===== src/rtl/ple_pkg.sv =====
// ----------------------------------------------------------------------------
// Positional list engine package
// Word layouts, action codes, controller states and datapath commands.
// ----------------------------------------------------------------------------
package ple_pkg;

  localparam int ACTION_W = 2;
  localparam int VALUE_W  = 32;
  localparam int POS_W    = 8;
  localparam int IDX_W    = 6;
  localparam int PW       = POS_W + 1;

  localparam logic [ACTION_W-1:0] ACT_FRONT  = 2'd0;
  localparam logic [ACTION_W-1:0] ACT_APPEND = 2'd1;
  localparam logic [ACTION_W-1:0] ACT_DELETE = 2'd2;
  localparam logic [ACTION_W-1:0] ACT_SHOW   = 2'd3;

  typedef struct packed {
    logic [ACTION_W-1:0]       action;
    logic signed [VALUE_W-1:0] value;
    logic [POS_W-1:0]          position;
  } ple_req_t;

  typedef struct packed {
    logic signed [VALUE_W-1:0] item_value;
    logic [IDX_W-1:0]          item_index;
    logic                      last_item;
    logic                      list_empty;
    logic                      request_dropped;
  } ple_rsp_t;

  typedef enum logic [2:0] {
    S_IDLE,
    S_UP,
    S_FRONT,
    S_DN,
    S_DUMP,
    S_DUMP_LD
  } ple_state_t;

  typedef enum logic [3:0] {
    OP_NONE,
    OP_DROP,
    OP_KEEP,
    OP_APPEND,
    OP_FRONT0,
    OP_UP_START,
    OP_DN_START,
    OP_DEC_NOW,
    OP_UP_STEP,
    OP_UP_LAST,
    OP_DN_STEP,
    OP_DN_LAST,
    OP_FRONT_HOLD,
    OP_DUMP_FIRST,
    OP_EMIT,
    OP_EMIT_EMPTY
  } ple_op_t;

  typedef struct packed {
    logic full;
    logic empty;
    logic pos_hit;
    logic pos_move;
    logic more_up;
    logic more_dn;
    logic last;
    logic out_free;
  } ple_status_t;

endpackage


===== src/rtl/positional_list_engine.sv =====
// ----------------------------------------------------------------------------
// Positional list engine
// Ordered list of signed 32-bit values with insert, append, delete and dump.
// ----------------------------------------------------------------------------
// Requests enter on req (req_valid/req_stall) and carry an action, a value
// and a position. Each request edits the list and then the whole list goes
// out on rsp (rsp_valid/rsp_stall), one word per entry, front first, the
// final word marked last_item. An empty list gives one word with list_empty.
// An insert or append into a full list leaves the list alone and marks every
// word of its dump request_dropped.
// req_stall is high from acceptance until the last word of the dump is in
// the output register. An insert at the front of a list that was not empty
// first moves every entry up one place, and a delete of an entry before the
// end first moves each later entry down one place; then the dump reads the
// list out. The single memory port pair sets one move or one word per cycle.
// The next request can be taken while the last word still waits on rsp.
// When rsp_stall is high the output word holds and the dump pauses. Reset
// empties the list and drops any word in flight.
// ----------------------------------------------------------------------------
module positional_list_engine #(
  parameter int CAPACITY = 32
) (
  input  logic              clk,
  input  logic              rst,
  input  logic              req_valid,
  output logic              req_stall,
  input  ple_pkg::ple_req_t req,
  output logic              rsp_valid,
  input  logic              rsp_stall,
  output ple_pkg::ple_rsp_t rsp
);
  import ple_pkg::*;

  ple_op_t     op;
  ple_status_t status;

  ple_ctrl u_ctrl (
    .clk       (clk),
    .rst       (rst),
    .req_valid (req_valid),
    .req_stall (req_stall),
    .action    (req.action),
    .status    (status),
    .op        (op)
  );

  ple_datapath #(
    .CAPACITY (CAPACITY)
  ) u_datapath (
    .clk       (clk),
    .rst       (rst),
    .op        (op),
    .status    (status),
    .req       (req),
    .rsp_valid (rsp_valid),
    .rsp_stall (rsp_stall),
    .rsp       (rsp)
  );

endmodule


===== src/rtl/ple_datapath.sv =====
// ----------------------------------------------------------------------------
// Positional list datapath
// Entry memory, count and index registers, move pipeline and output register.
// ----------------------------------------------------------------------------
module ple_datapath #(
  parameter int CAPACITY = 32
) (
  input  logic               clk,
  input  logic               rst,
  input  ple_pkg::ple_op_t   op,
  output ple_pkg::ple_status_t status,
  input  ple_pkg::ple_req_t  req,
  output logic               rsp_valid,
  input  logic               rsp_stall,
  output ple_pkg::ple_rsp_t  rsp
);
  import ple_pkg::*;

  localparam int AW = $clog2(CAPACITY);
  localparam int CW = $clog2(CAPACITY + 1);

  logic signed [VALUE_W-1:0] mem [CAPACITY];
  logic signed [VALUE_W-1:0] rdata;
  logic signed [VALUE_W-1:0] val_hold;
  logic signed [VALUE_W-1:0] wdata;
  logic [CW-1:0]             count;
  logic [CW-1:0]             count_next;
  logic [AW-1:0]             idx;
  logic [AW-1:0]             idx_next;
  logic [AW-1:0]             waddr;
  logic [AW-1:0]             raddr;
  logic                      we;
  logic                      re;
  logic                      dropped;
  logic                      last;
  logic [PW-1:0]             pos_ext;
  logic [PW-1:0]             pos_p1;
  logic [PW-1:0]             count_ext;

  assign pos_ext   = {1'b0, req.position};
  assign pos_p1    = pos_ext + PW'(1);
  assign count_ext = PW'(count);
  assign last      = (CW'(idx) + CW'(1)) == count;

  assign status.full     = count == CW'(CAPACITY);
  assign status.empty    = count == '0;
  assign status.pos_hit  = pos_ext < count_ext;
  assign status.pos_move = pos_p1 < count_ext;
  assign status.more_up  = idx > AW'(1);
  assign status.more_dn  = (CW'(idx) + CW'(2)) < count;
  assign status.last     = last;
  assign status.out_free = !rsp_valid || !rsp_stall;

  always_comb begin
    we         = 1'b0;
    waddr      = '0;
    wdata      = rdata;
    re         = 1'b0;
    raddr      = '0;
    count_next = count;
    idx_next   = idx;
    unique case (op)
      OP_APPEND: begin
        we         = 1'b1;
        waddr      = AW'(count);
        wdata      = req.value;
        count_next = count + CW'(1);
      end
      OP_FRONT0: begin
        we         = 1'b1;
        wdata      = req.value;
        count_next = count + CW'(1);
      end
      OP_UP_START: begin
        re       = 1'b1;
        raddr    = AW'(count - CW'(1));
        idx_next = AW'(count);
      end
      OP_DN_START: begin
        re       = 1'b1;
        raddr    = AW'(pos_p1);
        idx_next = AW'(req.position);
      end
      OP_DEC_NOW: begin
        count_next = count - CW'(1);
      end
      OP_UP_STEP: begin
        we       = 1'b1;
        waddr    = idx;
        re       = 1'b1;
        raddr    = idx - AW'(2);
        idx_next = idx - AW'(1);
      end
      OP_UP_LAST: begin
        we    = 1'b1;
        waddr = idx;
      end
      OP_DN_STEP: begin
        we       = 1'b1;
        waddr    = idx;
        re       = 1'b1;
        raddr    = idx + AW'(2);
        idx_next = idx + AW'(1);
      end
      OP_DN_LAST: begin
        we         = 1'b1;
        waddr      = idx;
        count_next = count - CW'(1);
      end
      OP_FRONT_HOLD: begin
        we         = 1'b1;
        wdata      = val_hold;
        count_next = count + CW'(1);
      end
      OP_DUMP_FIRST: begin
        re       = 1'b1;
        idx_next = '0;
      end
      OP_EMIT: begin
        re       = !last;
        raddr    = idx + AW'(1);
        idx_next = idx + AW'(1);
      end
      default: begin
      end
    endcase
  end

  always_ff @(posedge clk) begin
    if (we) begin
      mem[waddr] <= wdata;
    end
    if (re) begin
      rdata <= mem[raddr];
    end
  end

  always_ff @(posedge clk) begin
    if (rst) begin
      count <= '0;
    end else begin
      count <= count_next;
    end
  end

  always_ff @(posedge clk) begin
    idx <= idx_next;
    if (op == OP_UP_START) begin
      val_hold <= req.value;
    end
    if (op == OP_DROP) begin
      dropped <= 1'b1;
    end else if (op == OP_KEEP || op == OP_APPEND || op == OP_FRONT0 ||
                 op == OP_UP_START || op == OP_DN_START || op == OP_DEC_NOW) begin
      dropped <= 1'b0;
    end
  end

  // output register: load a word when free, hold it while stalled
  always_ff @(posedge clk) begin
    if (rst) begin
      rsp_valid <= 1'b0;
    end else if (op == OP_EMIT || op == OP_EMIT_EMPTY) begin
      rsp_valid <= 1'b1;
    end else if (!rsp_stall) begin
      rsp_valid <= 1'b0;
    end
  end

  always_ff @(posedge clk) begin
    if (op == OP_EMIT) begin
      rsp.item_value      <= rdata;
      rsp.item_index      <= IDX_W'(idx);
      rsp.last_item       <= last;
      rsp.list_empty      <= 1'b0;
      rsp.request_dropped <= dropped;
    end else if (op == OP_EMIT_EMPTY) begin
      rsp.item_value      <= '0;
      rsp.item_index      <= '0;
      rsp.last_item       <= 1'b1;
      rsp.list_empty      <= 1'b1;
      rsp.request_dropped <= dropped;
    end
  end

  a_count_bound: assert property (@(posedge clk) disable iff (rst)
    count <= CW'(CAPACITY))
    else $error("entry count above capacity");

  a_count_step: assert property (@(posedge clk) disable iff (rst)
    1'b1 |=> (count == $past(count) || count == $past(count) + CW'(1) ||
              count == $past(count) - CW'(1)))
    else $error("entry count moved by more than one");

  a_empty_last: assert property (@(posedge clk) disable iff (rst)
    (rsp_valid && rsp.list_empty) |-> (rsp.last_item && rsp.item_index == '0))
    else $error("empty word not marked last");

endmodule


===== src/rtl/ple_ctrl.sv =====
// ----------------------------------------------------------------------------
// Positional list controller
// Sequences accept, entry moves and the list dump through datapath commands.
// ----------------------------------------------------------------------------
module ple_ctrl (
  input  logic                        clk,
  input  logic                        rst,
  input  logic                        req_valid,
  output logic                        req_stall,
  input  logic [ple_pkg::ACTION_W-1:0] action,
  input  ple_pkg::ple_status_t        status,
  output ple_pkg::ple_op_t            op
);
  import ple_pkg::*;

  ple_state_t state;
  ple_state_t state_next;

  always_ff @(posedge clk) begin
    if (rst) begin
      state <= S_IDLE;
    end else begin
      state <= state_next;
    end
  end

  always_comb begin
    state_next = state;
    unique case (state)
      S_IDLE: begin
        if (req_valid) begin
          state_next = S_DUMP;
          if (action == ACT_FRONT && !status.full && !status.empty) begin
            state_next = S_UP;
          end else if (action == ACT_DELETE && status.pos_move) begin
            state_next = S_DN;
          end
        end
      end
      S_UP: begin
        if (!status.more_up) begin
          state_next = S_FRONT;
        end
      end
      S_FRONT: state_next = S_DUMP;
      S_DN: begin
        if (!status.more_dn) begin
          state_next = S_DUMP;
        end
      end
      S_DUMP: begin
        if (!status.empty) begin
          state_next = S_DUMP_LD;
        end else if (status.out_free) begin
          state_next = S_IDLE;
        end
      end
      S_DUMP_LD: begin
        if (status.out_free && status.last) begin
          state_next = S_IDLE;
        end
      end
      default: state_next = S_IDLE;
    endcase
  end

  always_comb begin
    op        = OP_NONE;
    req_stall = state != S_IDLE;
    unique case (state)
      S_IDLE: begin
        if (req_valid) begin
          unique case (action)
            ACT_FRONT, ACT_APPEND: begin
              if (status.full) begin
                op = OP_DROP;
              end else if (action == ACT_APPEND) begin
                op = OP_APPEND;
              end else if (status.empty) begin
                op = OP_FRONT0;
              end else begin
                op = OP_UP_START;
              end
            end
            ACT_DELETE: begin
              if (status.pos_move) begin
                op = OP_DN_START;
              end else if (status.pos_hit) begin
                op = OP_DEC_NOW;
              end else begin
                op = OP_KEEP;
              end
            end
            ACT_SHOW: op = OP_KEEP;
            default:  op = OP_KEEP;
          endcase
        end
      end
      S_UP:    op = status.more_up ? OP_UP_STEP : OP_UP_LAST;
      S_FRONT: op = OP_FRONT_HOLD;
      S_DN:    op = status.more_dn ? OP_DN_STEP : OP_DN_LAST;
      S_DUMP: begin
        if (!status.empty) begin
          op = OP_DUMP_FIRST;
        end else if (status.out_free) begin
          op = OP_EMIT_EMPTY;
        end
      end
      S_DUMP_LD: begin
        if (status.out_free) begin
          op = OP_EMIT;
        end
      end
      default: op = OP_NONE;
    endcase
  end

  a_idle_quiet: assert property (@(posedge clk) disable iff (rst)
    (state == S_IDLE && !req_valid) |-> op == OP_NONE)
    else $error("command issued with no request");

  a_start_in_idle: assert property (@(posedge clk) disable iff (rst)
    (op == OP_APPEND || op == OP_FRONT0 || op == OP_UP_START || op == OP_DN_START ||
     op == OP_DROP || op == OP_KEEP || op == OP_DEC_NOW) |=> state != S_IDLE)
    else $error("request taken without a dump");

endmodule

===== config.mk =====
export PLATFORM = sky130hd
export DESIGN_NAME = positional_list_engine
export DESIGN_NICKNAME = d
export VERILOG_FILES = /design/src/rtl/ple_pkg.sv /design/src/rtl/positional_list_engine.sv /design/src/rtl/ple_datapath.sv /design/src/rtl/ple_ctrl.sv
export SDC_FILE = /design/constraint.sdc
export NUM_CORES = 2
export LEC_CHECK = 0
export BUFFER_PORTS_ARGS = -buffer_cell sky130_fd_sc_hd__buf_4
export CORE_UTILIZATION = 50
export CTS_BUF_LIST = sky130_fd_sc_hd__clkbuf_4 sky130_fd_sc_hd__clkbuf_8
export CTS_CLUSTER_DIAMETER = 50
export DETAILED_ROUTE_END_ITERATION = 10
export HOLD_SLACK_MARGIN = 0.08
export PLACE_DENSITY = 0.66
export SLEW_MARGIN = 20
export SYNTH_ARGS = -nofsm -noshare
export SYNTH_HDL_FRONTEND = slang
export SYNTH_SLANG_ARGS = --single-unit
export TNS_END_PERCENT = 30

===== constraint.sdc =====
create_clock -name clk -period 6.65 [get_ports clk]
set_input_delay 0.9975 -clock clk [delete_from_list [all_inputs] [get_ports clk]]
set_output_delay 0.9975 -clock clk [all_outputs]
set_load 0.01 [all_outputs]

Word level (Yosys, flattened, before mapping)
Memories as Yosys holds them, arrays and structs flattened. A register that Yosys moved wholly into a read port is not among the register bits.
Index checks and enable logic that the tools add are counted.

word-level totals
  bits in registers = 88
  bits in writable memories = 1024
  input port bits = 46
  output and inout port bits = 43
  logic and storage cells = 123
  memories kept = 1

memory list
  memory          depth  bits a word  read ports  clocked after memory_dff  write ports  line                text
  u_datapath.mem  32     32           1           1                         1            ple_datapath.sv:22  logic signed [VALUE_W-1:0] mem [CAPACITY];

operators by class
  add/sub/neg operators = 9
  $lt $le $gt $ge = 4
  eq/ne operators = 31
  multiplexer cells = 35
  reductions and logical operators = 32

operators by type and width
  cell                   number
  $mux W41               2
  $pmux W32 S2           1
  $pmux W5 S5            2
  $eq A4 B4 Y1 const B   8
  $mux W4                7
  $mux W3                9
  $pmux W4 S6            1
  $pmux W3 S6            1
  $eq A4 B3 Y1 const B   4
  $pmux W4 S3            1
  $pmux W6 S2            1
  $pmux W5 S2            1
  $add A8 B1 Y9 const B  1
  $lt A9 B6 Y1           1
  $eq A4 B2 Y1 const B   2
  $lt A8 B6 Y1           1
  $mux W1                8
  $reduce_or A2 Y1       4
  $logic_or A1 B1 Y1     7
  $reduce_or A7 Y1       1
  $add A5 B1 Y6 const B  1
  $add A5 B2 Y6 const B  1
  $add A6 B1 Y6 const B  1
  $eq A3 B2 Y1 const B   2
  other kinds (30)       43

Longest topological paths before layout
  word-level depth = 13
  gate-level depth with buffers = 24
  mapped depth without buffers = 23

Cells and area by module
A second synthesis with hierarchy kept.

second synthesis, totals
  cells, all modules = 3252
  area total of the unflattened synthesis = 46589.7 µm²

modules (own cells, without submodules)
  module        instances  cells each  area each (µm²)  seq. area each (µm²)
  ple_datapath  1          3189        46156.8          34172.8
  ple_ctrl      1          63          432.9            60.1

Least setup slack after synthesis
No wires, ideal clock.

  path type = input to register
  start point = input req[0] (netlist name)
  end point = memory u_datapath.mem[31][0], enable pin
  setup time = 421 ps
  data arrival time = 5045 ps
  data required time = 6229 ps
  path slack = 1184 ps
  stages = 12
  path buffers = 0
  path through = ha_1 > xor2_1 > ha_1 > nand2_1 > o21ai_0 > a21o_1 > o22ai_1 > o21a_4 > nor4_4 > a22oi_1 > or2_2 > nor2_1

between the ends
  word-level cells in the longest chain between the ends = 11
  elaborated cells on any way between the ends = 21
  classes of those cells = 1 x add/sub; 2 x order compare; 7 x eq/ne; 9 x mux; 2 x reduce/logical

RTL lines
  what                                                  line                                    text
  from (decl)                                           positional_list_engine.sv:27            input ple_pkg::ple_req_t req,
  $add A8 B1 Y9 / $lt A8 B6 Y1 (equally long branches)  ple_datapath.sv:41, ple_datapath.sv:47
  $lt A9 B6 Y1 / $mux W3 (equally long branches)        ple_datapath.sv:48, ple_ctrl.sv:88
  $mux W4 *                                             ple_ctrl.sv:86                          if (status.pos_move) begin
  $pmux W4 S3 *                                         ple_ctrl.sv:73                          unique case (action)
  $mux W4 *                                             ple_ctrl.sv:72                          if (req_valid) begin
  $pmux W4 S6 *                                         ple_ctrl.sv:70                          unique case (state)
  $eq A4 B4 Y1 (tied with other cells)                  ple_datapath.sv:62                      unique case (op)
  $reduce_or A7 Y1 (no source line)                     n/a
  $mux W1                                               ple_datapath.sv:62
  $mux W1                                               ple_datapath.sv:130                     if (we) begin
  $mux W1 (implied by the code)                         ple_datapath.sv:131                     mem[waddr] <= wdata;
  to (decl)                                             ple_datapath.sv:22

Mark *: on every way between the ends. The rest lies on a longest branch, timed or not.

Worst setup path in the final report
  start point = register u_datapath.idx[1]
  end point = register u_datapath.rdata[9] (read register of u_datapath.mem) (data pin)

between the ends
  word-level cells in the longest chain between the ends = 7
  elaborated cells on any way between the ends = 21
  classes of those cells = 5 x add/sub; 2 x order compare; 7 x eq/ne; 5 x mux; 2 x reduce/logical

RTL lines
  what                                                 line                 text
  from (decl)                                          ple_datapath.sv:28   logic [AW-1:0] idx;
  from (signal assigned)                               ple_datapath.sv:147  idx <= idx_next;
  $add A5 B2 Y6                                        ple_datapath.sv:50   assign status.more_dn = (CW'(idx) + CW'(2)) < count;
  $lt A6 B6 Y1                                         ple_datapath.sv:50
  $mux W1                                              ple_ctrl.sv:101      S_DN: op = status.more_dn ? OP_DN_STEP : OP_DN_LAST;
  $pmux W4 S6                                          ple_ctrl.sv:70
  $eq A4 B4 Y1 / $eq A4 B3 Y1 (equally long branches)  ple_datapath.sv:62
  $reduce_or A5 Y1 (no source line)                    n/a
  $pmux W1 S2                                          ple_datapath.sv:62
  to (decl)                                            ple_datapath.sv:23   logic signed [VALUE_W-1:0] rdata;

Parallel ways exist; a longest one is shown, timed or not.
A chain may end at the register's enable or synchronous reset.

==> impl_metrics.env <==
export IMPL_hold_path_startpoint="req[24]"
export IMPL_crit_fanout=21
export IMPL_postSynthNetCount=3245
export IMPL_pin_count_of_the_biggest_net_entering_global_routing=157
export IMPL_first_global_vias=28900
export IMPL_drv_cap=0
export IMPL_synth_edf_count=1132
export IMPL_detailed_place_hpwl_um=76800
export IMPL_netlist_area_leader_share_pct=73.3
export IMPL_drt_vias_per_instance=6.11
export IMPL_timing_worst_setup_path_type="reg -> reg"
export IMPL_worst_slew_pin_transition_ns=0.946
export IMPL_hold_viol=0
export IMPL_final_cell_mix="sky130_fd_sc_hd__edfxtp_1, sky130_fd_sc_hd__nand2_1, sky130_fd_sc_hd__nand3_1, sky130_fd_sc_hd__buf_4, sky130_fd_sc_hd__clkbuf_8"
export IMPL_portion_of_netlist_area_occupied_by_mux_cells_pct=4.26
export IMPL_synthToLayoutAreaGrowth_pct=13.9
export IMPL_synthAdderAreaFrac_pct=0.771
export IMPL_cts_hold_buffers_added=0
export IMPL_global_route_overflow_total=0
export IMPL_grt_first_pass_wirelength_um=191000
export IMPL_ys_dominant_reg_cell="sky130_fd_sc_hd__edfxtp_1"
export IMPL_synth_compound_area_share_pct=7.18
export IMPL_design_area_um2=52900
export IMPL_route_vias_total=29200
export IMPL_post_dp_cell_area_um2=49300
export IMPL_placement_rows=111
export IMPL_grt_antenna_before_repair=4
export IMPL_crit_start="u_datapath.idx[1]"
export IMPL_total_leakage_power_uw=0.0185
export IMPL_initial_core_util_pct=50.5
export IMPL_yosysUniqueCellTypes=89
export IMPL_drc_violations=0
export IMPL_drt_pre_antenna_iters=6
export IMPL_critPathSlowestCell="sky130_fd_sc_hd__edfxtp_1"
export IMPL_synth_largest_area_cell="sky130_fd_sc_hd__edfxtp_1"
export IMPL_crit_family="compound AO/OA/AOI/OAI gates"
export IMPL_worst_path_largest_cell_delay_ns=0.63
export IMPL_worstPathBufferInverterCount=4
export IMPL_hp_class="in -> reg"
export IMPL_synth_sequential_area_ratio_pct=73.8
export IMPL_yosysWarningCount=0
export IMPL_clock_skew_final_ns=0.0382
export IMPL_fp_dieW_um=307
export IMPL_synth_ff_latch_count=1144
export IMPL_gpl_final_weighted_congestion=0.922
export IMPL_floorplan_die_area_um2=94000
export IMPL_synth_simple_gate_area_share_pct=11.1
export IMPL_max_slew_margin_vs_limit_pct=36.9
export IMPL_grt_use_total_pct=28.0
export IMPL_largest_family_of_logic_cells_by_synthesized_area="simple AND/OR/NAND/NOR gates"
export IMPL_cts_repair_resize_count=0
export IMPL_clock_root_buffer="sky130_fd_sc_hd__clkbuf_8"
export IMPL_cts_htree_levels=4
export IMPL_worst_setup_path_end_kind="flip-flop"
export IMPL_postSynthAreaPerCell_um2=14.6
export IMPL_crit_chain="inv_1, ha_1, ha_1, a21oi_1, a21oi_1, a211oi_1, o21a_4, o21a_4, nand2_1, nor2_1, inv_1, ha_1, a21o_1, a21oi_1, xnor2_1, xnor2_1, nor3_1, a221o_1, buf_4, nand2b_1, buf_4, a221oi_1, nand3_1, nand4_1"
export IMPL_vdd_ir_drop_worst_mv=0.347
export IMPL_clkSinkCount=1144
export IMPL_final_min_clock_period_ns=5.72
export IMPL_layout_drive_gt1_share_pct=17.6
export IMPL_fmaxAchievable_ghz=0.175
export IMPL_mostFrequentLayoutCell="sky130_fd_sc_hd__edfxtp_1"
export IMPL_cts_inserted_buffers=178
export IMPL_antenna_violating_nets_remaining=0
export IMPL_timing_final_max_slew_violations=0
export IMPL_cp_data_arrival_time_ns=6.28
export IMPL_synth_cell_area_um2=46400
export IMPL_power_density_nw_per_um2=498
export IMPL_design_final_nets=3460
export IMPL_unrepaired_setup_endpoints_after_global_routing="false"
export IMPL_synth_xor_area_share_pct=0.491
export IMPL_detail_route_wl_per_cell_um=27.5
export IMPL_r2r_start="u_datapath.idx[1]"
export IMPL_min_period_over_period_pct=86.0
export IMPL_detail_route_wirelength_um=131000
export IMPL_async_flop_share_pct=0
export IMPL_clock_latency_ns=0.86
export IMPL_pin_count=89
export IMPL_critical_path_startpoint_type="flip-flop"
export IMPL_synth_cells=3171
export IMPL_placeableCoreArea_um2=91800
export IMPL_setup_viol=0
export IMPL_cts_tree="yes"
export IMPL_yosys_top_cells_area="sky130_fd_sc_hd__edfxtp_1, sky130_fd_sc_hd__nand2_1, sky130_fd_sc_hd__mux2i_1"
export IMPL_clockBufferDepth=3
export IMPL_fin_tns_setup_ns=0
export IMPL_clk_pin_slew_worst_paths_ns=0.06
export IMPL_die_height_um=307
export IMPL_port_buffers=87
export IMPL_critPathRequiredTime_ns=7.21
export IMPL_outcome="finished clean"
export IMPL_post_cts_repair_setup_buffers=0
export IMPL_detail_route_iter0_violations=3863
## worst paths after layout
path | to | slack, ns | depth (start not counted)
max | u_datapath.rdata[9] | 0.93 | 24
min | u_datapath.val_hold[16] | 0.34 | 1
max reg2reg | u_datapath.rdata[9] | 0.93 | 24
min reg2reg | u_datapath.rsp[1] | 0.48 | 2
## state kept, by name (all words and copies together) (netlist names)
name	flops
u_datapath.dropped	1
u_datapath.rsp_valid	1
u_ctrl.state	3
u_datapath.rsp	40
u_datapath.count	6
u_datapath.mem	1024
u_datapath.val_hold	32
u_datapath.idx	5
u_datapath.rdata	32
## per-layer routing
| metal | vias up | GRT usage, % | part of all wire [%] |
|---|---|---|---|
| li1 | 12600 | - | - |
| met1 | 14700 | 36.9 | 39 |
| met2 | 1546 | 44.7 | 47 |
| met3 | 303 | 4.68 | 8.2 |
| met4 | 0 | 14.8 | 5.0 |
| met5 | - | 0 | 0 |
## cells in the mapped netlist, types with 8 or more instances
cell type and n:
sky130_fd_sc_hd__o22ai_1 37, sky130_fd_sc_hd__xnor2_1 17, sky130_fd_sc_hd__inv_1 15, sky130_fd_sc_hd__a21o_1 10, sky130_fd_sc_hd__a311oi_1 8, sky130_fd_sc_hd__a221oi_2 9, sky130_fd_sc_hd__a221oi_1 19, sky130_fd_sc_hd__buf_2 60
sky130_fd_sc_hd__clkbuf_1 70, sky130_fd_sc_hd__o21ai_0 50, sky130_fd_sc_hd__a31oi_1 23, sky130_fd_sc_hd__edfxtp_1 1132, sky130_fd_sc_hd__nand4_1 63, sky130_fd_sc_hd__a211oi_1 8, sky130_fd_sc_hd__a22oi_1 36, sky130_fd_sc_hd__nand2b_1 9
sky130_fd_sc_hd__buf_1 10, sky130_fd_sc_hd__nor2_1 69, sky130_fd_sc_hd__buf_6 27, sky130_fd_sc_hd__o311ai_1 11, sky130_fd_sc_hd__o21ai_1 24, sky130_fd_sc_hd__nand3_1 210, sky130_fd_sc_hd__ha_1 27, sky130_fd_sc_hd__buf_4 19
sky130_fd_sc_hd__a21oi_1 44, sky130_fd_sc_hd__nand2_1 679, sky130_fd_sc_hd__a32oi_1 102, sky130_fd_sc_hd__o211ai_1 13, sky130_fd_sc_hd__nor2b_1 16, sky130_fd_sc_hd__mux2i_1 186, sky130_fd_sc_hd__dfxtp_1 12, sky130_fd_sc_hd__xor2_1 9
sky130_fd_sc_hd__and2_1 40
## power by group
group	switching [uW]	internal [uW]
clock network	2720	3000
registers	415	10600
logic	6930	2620
total	10100	16200
## per-stage QoR
step	power [uW]	util [%]	worst slack, ns	instances	hold WS (ns)
2_1_floorplan	16700	-	1.18	3171	0.432
3_3_place_gp	20300	53.7	0.494	4448	0.456
3_5_place_dp	20500	53.7	0.507	4448	0.478
4_1_cts	26200	57.5	0.991	4770	0.283
5_1_grt	27300	57.6	0.561	4772	0.318
6_report	26300	57.6	0.932	4773	0.337
## kinds of logic (layout without fill, tap and decap cells)
group	Yosys count	after routing
xor+xnor	26	26
fa+ha+maj	28	28
simple gates	1142	1142
other cells	1	3
compound gates	435	435
flops	1144	1144
buf+inv	204	561
mux	191	191
## final cells by class
| type | count | area [um^2] |
|---|---|---|
| Multi-Input combinational cell | 1823 | 11500 |
| Timing Repair Buffer | 222 | 2060 |
| Sequential cell | 1144 | 34200 |
| Clock inverter | 79 | 429 |
| Fill cell | 7117 | 38900 |
| Antenna cell | 2 | 5.00 |
| Clock buffer | 243 | 3000 |
| Tap cell | 1243 | 1560 |
| Inverter | 17 | 63.8 |
(Power assumes the default switching activity.)
